## config.mk

```make
export PLATFORM = sky130hd
export DESIGN_NAME = sst_cell
export DESIGN_NICKNAME = d
export VERILOG_FILES = /design/src/hw/rtl/assert_macros.svh /design/src/hw/rtl/sst_pkg.sv /design/src/hw/rtl/sst_cell.sv
export SDC_FILE = /design/constraint.sdc
export NUM_CORES = 1
export LEC_CHECK = 0
export ABC_AREA = 1
export BUFFER_PORTS_ARGS = -buffer_cell sky130_fd_sc_hd__buf_2
export CAP_MARGIN = 5
export CORE_MARGIN = 1
export CORE_UTILIZATION = 42
export DETAILED_ROUTE_END_ITERATION = 7
export GPL_TIMING_DRIVEN = 0
export PLACE_DENSITY = 0.74
export SKIP_CTS_REPAIR_TIMING = 1
export SYNTH_ARGS = -nofsm -noshare
export SYNTH_HDL_FRONTEND = slang
export SYNTH_SLANG_ARGS = --single-unit
```

## constraint.sdc

```tcl
create_clock -name clk -period 2.3 [get_ports clk]
set_clock_uncertainty 0.2 [all_clocks]
set_input_delay 0.23 -clock clk [delete_from_list [all_inputs] [get_ports clk]]
set_output_delay 0.23 -clock clk [all_outputs]
set_load 0.05 [all_outputs]
```

## src/hw/rtl/assert_macros.svh

```systemverilog
// Assertion helpers shared by the RTL. Every property is sampled on the
// rising edge of clk and is switched off while rst is high.
`ifndef ASSERT_MACROS_SVH
`define ASSERT_MACROS_SVH

// A condition that must hold at every clock edge.
`define SST_ASSERT_ALWAYS(label, cond, msg) \
  label: assert property (@(posedge clk) disable iff (rst) (cond)) \
    else $error(msg);

// A condition that must hold in the same cycle as its trigger.
`define SST_ASSERT_SAME(label, ante, cons, msg) \
  label: assert property (@(posedge clk) disable iff (rst) (ante) |-> (cons)) \
    else $error(msg);

// A condition that must hold in the cycle after its trigger.
`define SST_ASSERT_NEXT(label, ante, cons, msg) \
  label: assert property (@(posedge clk) disable iff (rst) (ante) |=> (cons)) \
    else $error(msg);

`endif

```

## src/hw/rtl/sst_pkg.sv

```systemverilog
// ----------------------------------------------------------------------------
// Sorted set table package
// Shared types, operation codes and defaults for the sorted set table.
// ----------------------------------------------------------------------------
`timescale 1ns / 1ps

package sst_pkg;

  localparam int CAPACITY_DEF = 64;

  localparam logic [1:0] FUNC_INSERT = 2'd0;
  localparam logic [1:0] FUNC_REMOVE = 2'd1;
  localparam logic [1:0] FUNC_QUERY  = 2'd2;

  typedef struct packed {
    logic [1:0]         func;
    logic signed [31:0] value;
  } req_t;

  typedef struct packed {
    logic       was_member;
    logic [5:0] position;
    logic [6:0] count_after;
    logic       rejected;
  } rsp_t;

  // Control broadcast from the sequencer to every cell of the chain.
  typedef struct packed {
    logic               cmp_en;
    logic               ins_en;
    logic               rem_en;
    logic signed [31:0] key;
  } cell_ctrl_t;

endpackage

```

## src/hw/rtl/sst_cell.sv

```systemverilog
// ----------------------------------------------------------------------------
// Sorted set table cell
// Holds one element, compares it against the broadcast key and shifts with
// its neighbors on insert and remove.
// ----------------------------------------------------------------------------
`timescale 1ns / 1ps

module sst_cell (
  input  logic               clk,
  input  sst_pkg::cell_ctrl_t ctrl,
  input  logic               in_use,
  input  logic               left_lt,
  input  logic signed [31:0] left_val,
  input  logic signed [31:0] right_val,
  output logic               lt,
  output logic               eq,
  output logic signed [31:0] val
);
  import sst_pkg::*;

  always_ff @(posedge clk) begin
    if (ctrl.cmp_en) begin
      lt <= in_use && (val < ctrl.key);
      eq <= in_use && (val == ctrl.key);
    end
    // Cells holding smaller elements keep them; the first cell at or above
    // the key takes the key on insert, the cells beyond it move up by one.
    if (ctrl.ins_en && !lt) begin
      val <= left_lt ? ctrl.key : left_val;
    end else if (ctrl.rem_en && !lt) begin
      val <= right_val;
    end
  end

endmodule

```

==> flow_summary.toml <==
[outcome]
status = "finished clean"

[routing]
ant_nets = 0
via_count = 2674
drt-total-wl_mm = 6.86
firstDrtPassIters = 4
drc_errors = 0
first_iter_violations = 95
wl_per_cell_um = 12.7
viasPerCell = 4.96

[critical_path]
path_class = "reg2reg"
r2r-end = "lt"
r2r_start = "val[31]"
worstSetupEndpointType = "register"
cp-start-kind = "register"
cp_max_fo = 3
startpoint = "val[31]"
r2r_slack_ns = 0.37
cp.required_ns = 2.14
r2r_cells = 8
arrival_ns = 1.77
crit_end = "lt"

[synthesis]
syn_nets = 457
syn_area_per_cell_um2 = 8.09
synth_cell_types = 27
yosysSeqAreaShare_pct = 39.1
netlist_instances = 323
yosys_warnings = 0
syn-cell-area_um2 = 2610
synth.ff_latch_count = 34

[final_layout]
final_layout_size_suffix_gt1_share_pct = 36.2
nNetsFinal = 599
fillers = 608
antennaDiodeCount = 0
area_growth_pct = 32.7
final_cell_mix = "buf_2, nand2_1, nor2_1"
fin_area_um2 = 3470
instances_no_fill = 539
final_common_cell = "buf_2"

[timing]
fin_crit_ns = 1.93
hold_viol = 0
fmax_mhz = 517
slew_violations = 0
rsz0062_at_grt = "no"
max_slew_margin_pct = 34.9
tightestPinTransition_ns = 0.975
period_share_pct = 84.0
setup_viol = 0

[grt]
globalRouteOverflowTotal = 0
grt_max_degree = 33
grt_pass1_vias = 2567
antenna_found_initial = 0
grt_pass1_wl_mm = 10.8
track_usage_pct = 21.8

[die]
die-area_um2 = 6540
num_rows = 28
initial_core_util_pct = 43.9
coreArea_um2 = 5960
boundaryPins = 136
dieWidth_um = 80.9
die_h_um = 80.9

[job]
timing.max_cap.violations = 0

[pwr]
power_density_nw_per_um2 = 579
leakage_uw = 0.00183
peakVddDrop_v = 0.000271

[cts]
cts_max_level = 2
clockBufferDepth = 2
root_buffer = "clkbuf_8"
clkTransAtPathRegs_ns = 0.07
cts_num_sinks = 34
numCtsBuffers = 5
clk_latency_ns = 0.28
cts_tree = "done"

[placed_design]
place_inst = 532
place_congestion = 0.857
hpwl_mm = 5.54
placed_cell_area_um2 = 3380
port_buffers = 134

[worst_hold_path]
min_path_type = "in2reg"
[sequential cells by signal, indices dropped and copies added (netlist names)]
signal  cells
val        32
eq          1
lt          1
[worst max-delay path, cell delays in order, from the launching register on]
cell and delay (ns):
edfxtp_1 0.39, ha_1 0.33, nand2_1 0.09, nor2_2 0.14, nand2_2 0.09, nor4_4 0.16
nand2_1 0.10, a21oi_1 0.13, nor2_1 0.06
[cell usage after synthesis]
library cell,instances,area share (%)
a21o_1,1,0.29
nand2_1,93,13
inv_2,4,0.57
inv_1,38,5.5
a31oi_1,32,7.7
o21ai_0,2,0.38
o21a_1,1,0.29
nor2_1,41,5.9
ha_1,32,15
and3_1,1,0.24
nand4_4,1,0.81
clkbuf_1,2,0.29
edfxtp_1,34,39
nand3_1,3,0.57
nand4_1,1,0.24
a21oi_2,1,0.34
nor3_1,1,0.19
a21oi_4,1,0.62
nand2_4,2,0.86
nor3_2,1,0.38
nand2_2,3,0.72
a21oi_1,13,2.5
nor4_4,1,0.81
nor2_2,1,0.24
buf_2,11,2.1
nor2_4,1,0.43
o21a_2,1,0.34
[report_power, final]
group	switching (uW)	total (uW)	internal [uW]
Clock	207	404	197
Sequential	37.1	813	776
Combinational	533	791	259
Total	776	2010	1230
[worst min-delay path by stage]
stage / from / endpoint / slack, ns / depth (start not counted)
finish: in_use / lt / 0.08 / 3
global route: right_val[31] / val[31] / 0.09 / 3
CTS: ctrl[34] / eq / -0.04 / 1
detailed placement: ctrl[34] / eq / 0.26 / 1
global placement: ctrl[34] / eq / 0.26 / 1
floorplan: ctrl[34] / eq / 0.14 / 0
[per-layer routing]
metal,part of all wire [%],vias to the layer above,track usage (%)
met2,50,95,40.1
met3,5.5,13,3.71
li1,-,1363,-
met5,0,-,0
met1,43,1203,24.8
met4,2.1,0,8.93
[area by class of cell]
| cell class | count | area [um2] | share of cell area [%] |
|---|---|---|---|
| flip-flops and latches | 34 | 1020 | 29.4 |
| clock inverters | 1 | 3.75 | 0.108 |
| clock buffers | 5 | 68.8 | 1.98 |
| repair buffers | 135 | 681 | 19.6 |
| well taps | 75 | 93.8 | 2.71 |
| inverters | 42 | 158 | 4.55 |
| plain buffers | 13 | 62.6 | 1.80 |
| multi-input cells | 234 | 1380 | 39.8 |
[per-stage QoR]
stage / hold slack (ns) / setup slack (ns) / TNS [ns] / utilization, % / total power [uW]
after global routing: 0.0948 / 0.181 / 0 / 58.2 / 2140
after CTS: -0.0352 / 0.335 / 0 / 58.0 / 2030
after detailed placement: 0.257 / 0.350 / 0 / 56.8 / 1620
after global placement: 0.256 / -0.0584 / -1.81 / 56.7 / 1600
after floorplan: 0.142 / 0.105 / 0 / - / 1380
final: 0.0814 / 0.368 / 0 / 58.2 / 2010
[kinds of logic (layout without fill, tap and decap cells)]
logic type | Yosys count | after routing | share of synthesized area, %
AO/OA/AOI/OAI | 52 | 52 | 12.4
adder cells (fa/ha/maj) | 32 | 32 | 15.3
buffers and inverters | 55 | 196 | 8.43
flip-flops | 34 | 34 | 39.1
AND/OR/NAND/NOR | 150 | 150 | 24.8
(Power assumes the default switching activity.)
