File: src/hw/rtl/assert_macros.svh
// Assertion helpers shared by the RTL. Every property is sampled on the
// rising edge of clk and is switched off while rst is high.
`ifndef ASSERT_MACROS_SVH
`define ASSERT_MACROS_SVH

// A condition that must hold at every clock edge.
`define SST_ASSERT_ALWAYS(label, cond, msg) \
  label: assert property (@(posedge clk) disable iff (rst) (cond)) \
    else $error(msg);

// A condition that must hold in the same cycle as its trigger.
`define SST_ASSERT_SAME(label, ante, cons, msg) \
  label: assert property (@(posedge clk) disable iff (rst) (ante) |-> (cons)) \
    else $error(msg);

// A condition that must hold in the cycle after its trigger.
`define SST_ASSERT_NEXT(label, ante, cons, msg) \
  label: assert property (@(posedge clk) disable iff (rst) (ante) |=> (cons)) \
    else $error(msg);

`endif

File: src/hw/rtl/sst_pkg.sv
// ----------------------------------------------------------------------------
// Sorted set table package
// Shared types, operation codes and defaults for the sorted set table.
// ----------------------------------------------------------------------------
`timescale 1ns / 1ps

package sst_pkg;

  localparam int CAPACITY_DEF = 64;

  localparam logic [1:0] FUNC_INSERT = 2'd0;
  localparam logic [1:0] FUNC_REMOVE = 2'd1;
  localparam logic [1:0] FUNC_QUERY  = 2'd2;

  typedef struct packed {
    logic [1:0]         func;
    logic signed [31:0] value;
  } req_t;

  typedef struct packed {
    logic       was_member;
    logic [5:0] position;
    logic [6:0] count_after;
    logic       rejected;
  } rsp_t;

  // Control broadcast from the sequencer to every cell of the chain.
  typedef struct packed {
    logic               cmp_en;
    logic               ins_en;
    logic               rem_en;
    logic signed [31:0] key;
  } cell_ctrl_t;

endpackage

File: src/hw/rtl/sst_slot_enc.sv
// ----------------------------------------------------------------------------
// Sorted set table slot encoder
// Turns the registered compare flags of the chain into the sorted slot of
// the key and its membership.
// ----------------------------------------------------------------------------
`timescale 1ns / 1ps

module sst_slot_enc #(
  parameter int N  = sst_pkg::CAPACITY_DEF,
  parameter int CW = $clog2(N + 1)
) (
  input  logic [N-1:0]  lt,
  input  logic [N-1:0]  eq,
  output logic [CW-1:0] slot,
  output logic          present
);
  import sst_pkg::*;

  logic [N:0] bnd;

  // The less-than flags form a run from cell zero; the slot is the first
  // cell past that run, which may be one past the last cell.
  always_comb begin
    bnd[0] = !lt[0];
    for (int i = 1; i < N; i++) begin
      bnd[i] = lt[i-1] && !lt[i];
    end
    bnd[N] = lt[N-1];
  end

  always_comb begin
    slot = '0;
    for (int i = 0; i <= N; i++) begin
      if (bnd[i]) slot = slot | CW'(i);
    end
  end

  assign present = |eq;

endmodule

File: config.mk
export PLATFORM = sky130hd
export DESIGN_NAME = sst_slot_enc
export DESIGN_NICKNAME = d
export VERILOG_FILES = /design/src/hw/rtl/assert_macros.svh /design/src/hw/rtl/sst_pkg.sv /design/src/hw/rtl/sst_slot_enc.sv
export SDC_FILE = /design/constraint.sdc
export NUM_CORES = 1
export LEC_CHECK = 0
export BUFFER_PORTS_ARGS = -buffer_cell sky130_fd_sc_hd__buf_2
export CAP_MARGIN = 5
export CELL_PAD_IN_SITES_DETAIL_PLACEMENT = 1
export CELL_PAD_IN_SITES_GLOBAL_PLACEMENT = 1
export CORE_AREA = 2 2 76 78
export DETAILED_ROUTE_END_ITERATION = 8
export DIE_AREA = 0 0 78 80
export GPL_ROUTABILITY_DRIVEN = 0
export PLACE_DENSITY_LB_ADDON = 0.1
export SYNTH_ARGS = -nofsm -noshare
export SYNTH_HDL_FRONTEND = slang
export SYNTH_SLANG_ARGS = --single-unit
File: constraint.sdc
create_clock -name vclk -period 1.1
set_clock_uncertainty 0.1 [all_clocks]
set_input_delay 0 -clock vclk [all_inputs]
set_output_delay 0 -clock vclk [all_outputs]
set_load 0.01 [all_outputs]
==> flow_metrics.env <==
export IMPL_worst_path_stages=5
export IMPL_hold_end="slot[6]"
export IMPL_fmax_mhz=764.2
export IMPL_period_share_pct=119.0
export IMPL_syn_cell_area_um2=844.6
export IMPL_die_width_um=78
export IMPL_fin_ws_ps=-208.6
export IMPL_min_delay_start="lt[63]"
export IMPL_crit_type="input pin to output pin"
export IMPL_drv_cap=0
export IMPL_antenna_found_initial=0
export IMPL_seq_area_um2=0
export IMPL_synth_area_leaders="nand2b_1, o2111ai_1, nor4_1, inv_1, nand4_1"
export IMPL_holdWs_ps=80.38
export IMPL_fin_util_pct=47.31
export IMPL_first_pass_iters=4
export IMPL_synth_most_common_cell="nand2b_1"
export IMPL_hold_viol=0
export IMPL_synth_cell_types=16
export IMPL_holdPathStages=2
export IMPL_routed_via_density=4.718
export IMPL_synth_common_cells="nand2b_1, inv_1, nor4_1"
export IMPL_drv_slew=0
export IMPL_worst_ir_drop_vdd_mv=0.1621
export IMPL_path_buf_inv=2
export IMPL_gr_total_overflow=0
export IMPL_startpoint_type="input pin"
export IMPL_ioPinCount=136
export IMPL_hold_class="input pin to output pin"
export IMPL_dr_first_iter_drc_count=32
export IMPL_worstPathArrival_ps=1210
export IMPL_area_delta_synth_final_pct=202.8
export IMPL_power_leakage_uw=0.001238
export IMPL_start_util_pct=15.62
export IMPL_antenna_left=0
export IMPL_num_vias=1821
export IMPL_wire_per_inst_um=16.90
export IMPL_required_ps=1000
export IMPL_nFillCells=690
export IMPL_slew_headroom_pct=71.39
export IMPL_row_count=27
export IMPL_grt_pass1_wl_um=8970
export IMPL_antenna_cells=0
export IMPL_yosysTopAreaCell="nand2b_1"
export IMPL_setup_violations_final=3
export IMPL_final_cell_area_um2=2557
export IMPL_grt_max_degree=4
export IMPL_core_area_um2=5405
export IMPL_grt_pass1_vias=1858
export IMPL_syn_area_per_cell_um2=5.990
export IMPL_die_h_um=80
export IMPL_violations="setup timing"
export IMPL_track_usage_pct=17.61
export IMPL_syn_num_nets=269
export IMPL_ys_warn_count=0
export IMPL_max_stage_delay_ps=500
export IMPL_crit_fanout=1
export IMPL_yosysSeqAreaShare_pct=0
export IMPL_dpl_cell_area_um2=1871
export IMPL_synth_top_area_share_pct=30.37
export IMPL_routed_wl_um=6523
export IMPL_min_period_ps=1309
export IMPL_outcome="finished, violations left"
export IMPL_dieArea_um2=6240
export IMPL_crit_path_top_delay_cell="or4_1"
export IMPL_place_ws_ps=-222.2
export IMPL_route_detailed_drc=0
export IMPL_portBuffers=136
export IMPL_n_clock_buffer=0
export IMPL_crit_path_frequent_cell="buf_2"
export IMPL_nets=444
export IMPL_worstPathCellList="buf_2 > nor4_2 > nand4_1 > or4_1 > buf_2"
export IMPL_drive_above_1_share_pct=75.48
export IMPL_rsz0062_at_grt="true"
export IMPL_worstMarginPinSlew_ps=428.7
export IMPL_place_hpwl_um=5137
export IMPL_power_density_nw_per_um2=351.8
export IMPL_cp_end_kind="output pin"
export IMPL_synthCells=141
export IMPL_crit_family="simple AND/OR/NAND/NOR gates"
export IMPL_seq_cell_count=0
routing by layer:
layer  vias up  global-route usage (%)  share of wire (%)
li1        896                       -                  -
met1       830                   21.48                 37
met2        91                   34.22                 54
met3         4                   2.828                8.5
met4         0                       0               0.55
met5         -                       0                  0
how the worst max path moves through the flow:
stage                     startpoint      end  slack [ps]
after detailed placement       eq[0]  present        -220
after floorplan                eq[0]  present          80
after global routing          eq[37]  present        -240
after CTS                      eq[4]  present        -140
after global placement         eq[0]  present        -240
final                         eq[17]  present        -210
stage by stage:
step / TNS (ps) / cells / total power, µW
6_report: -279.9 / 386 / 899.6
3_3_place_gp: -1009 / 383 / 594.2
3_5_place_dp: -1010 / 383 / 600.1
4_1_cts: -212.2 / 383 / 716.7
5_1_grt: -584.4 / 386 / 961.7
2_1_floorplan: 0 / 141 / 185.9
layout by cell type, fill, tap and decap left out:
master     instances
a21boi_0           1
buf_2            113
buf_4             36
buf_6             24
buf_8              1
inv_1             17
inv_2              2
inv_4              1
nand2_1            1
nand2b_1          17
nand2b_4          24
nand3_1            5
nand3_2            1
nand3_4            1
nand4_1           12
nor2_1             4
nor3_1             3
nor3_2             3
nor3_4             1
nor4_1             4
nor4_2            11
nor4_4             6
o2111ai_1          6
o2111ai_2          4
o2111ai_4          5
o21ai_0            1
o21ai_1            4
o21ai_2            3
o221ai_1           1
o2bb2ai_2          1
or4_1              1
area by class of cell:
cell class | instances | area [µm²] | area share (%)
repair buffers | 174 | 1121 | 43.84
inverters | 20 | 77.57 | 3.033
multi-input cells | 120 | 1269 | 49.61
well taps | 72 | 90.09 | 3.523
where the power goes:
part | internal, µW | total, µW | switching (µW)
Sequential | 0 | 0 | 0
Clock | 0 | 0 | 0
Combinational | 500 | 900 | 400
repair_timing:
action / CTS / global route
setup endpoints to repair: 7 / 7
hold endpoints to repair: 0 / 0
pin swaps: 16 / 17
setup buffers: 0 / 4
gates cloned: 0 / 0
gates resized for setup: 50 / 69
hold buffers: 0 / 0
kinds of logic (layout without fill, tap and decap cells):
| logic type | Yosys count | in the layout | share of synthesized area (%) |
|---|---|---|---|
| and+or+nand+nor | 94 | 94 | 66.96 |
| AOI/OAI and AO/OA | 26 | 26 | 23.26 |
| buffers and inverters | 21 | 194 | 9.778 |
(Power assumes the default switching activity.)
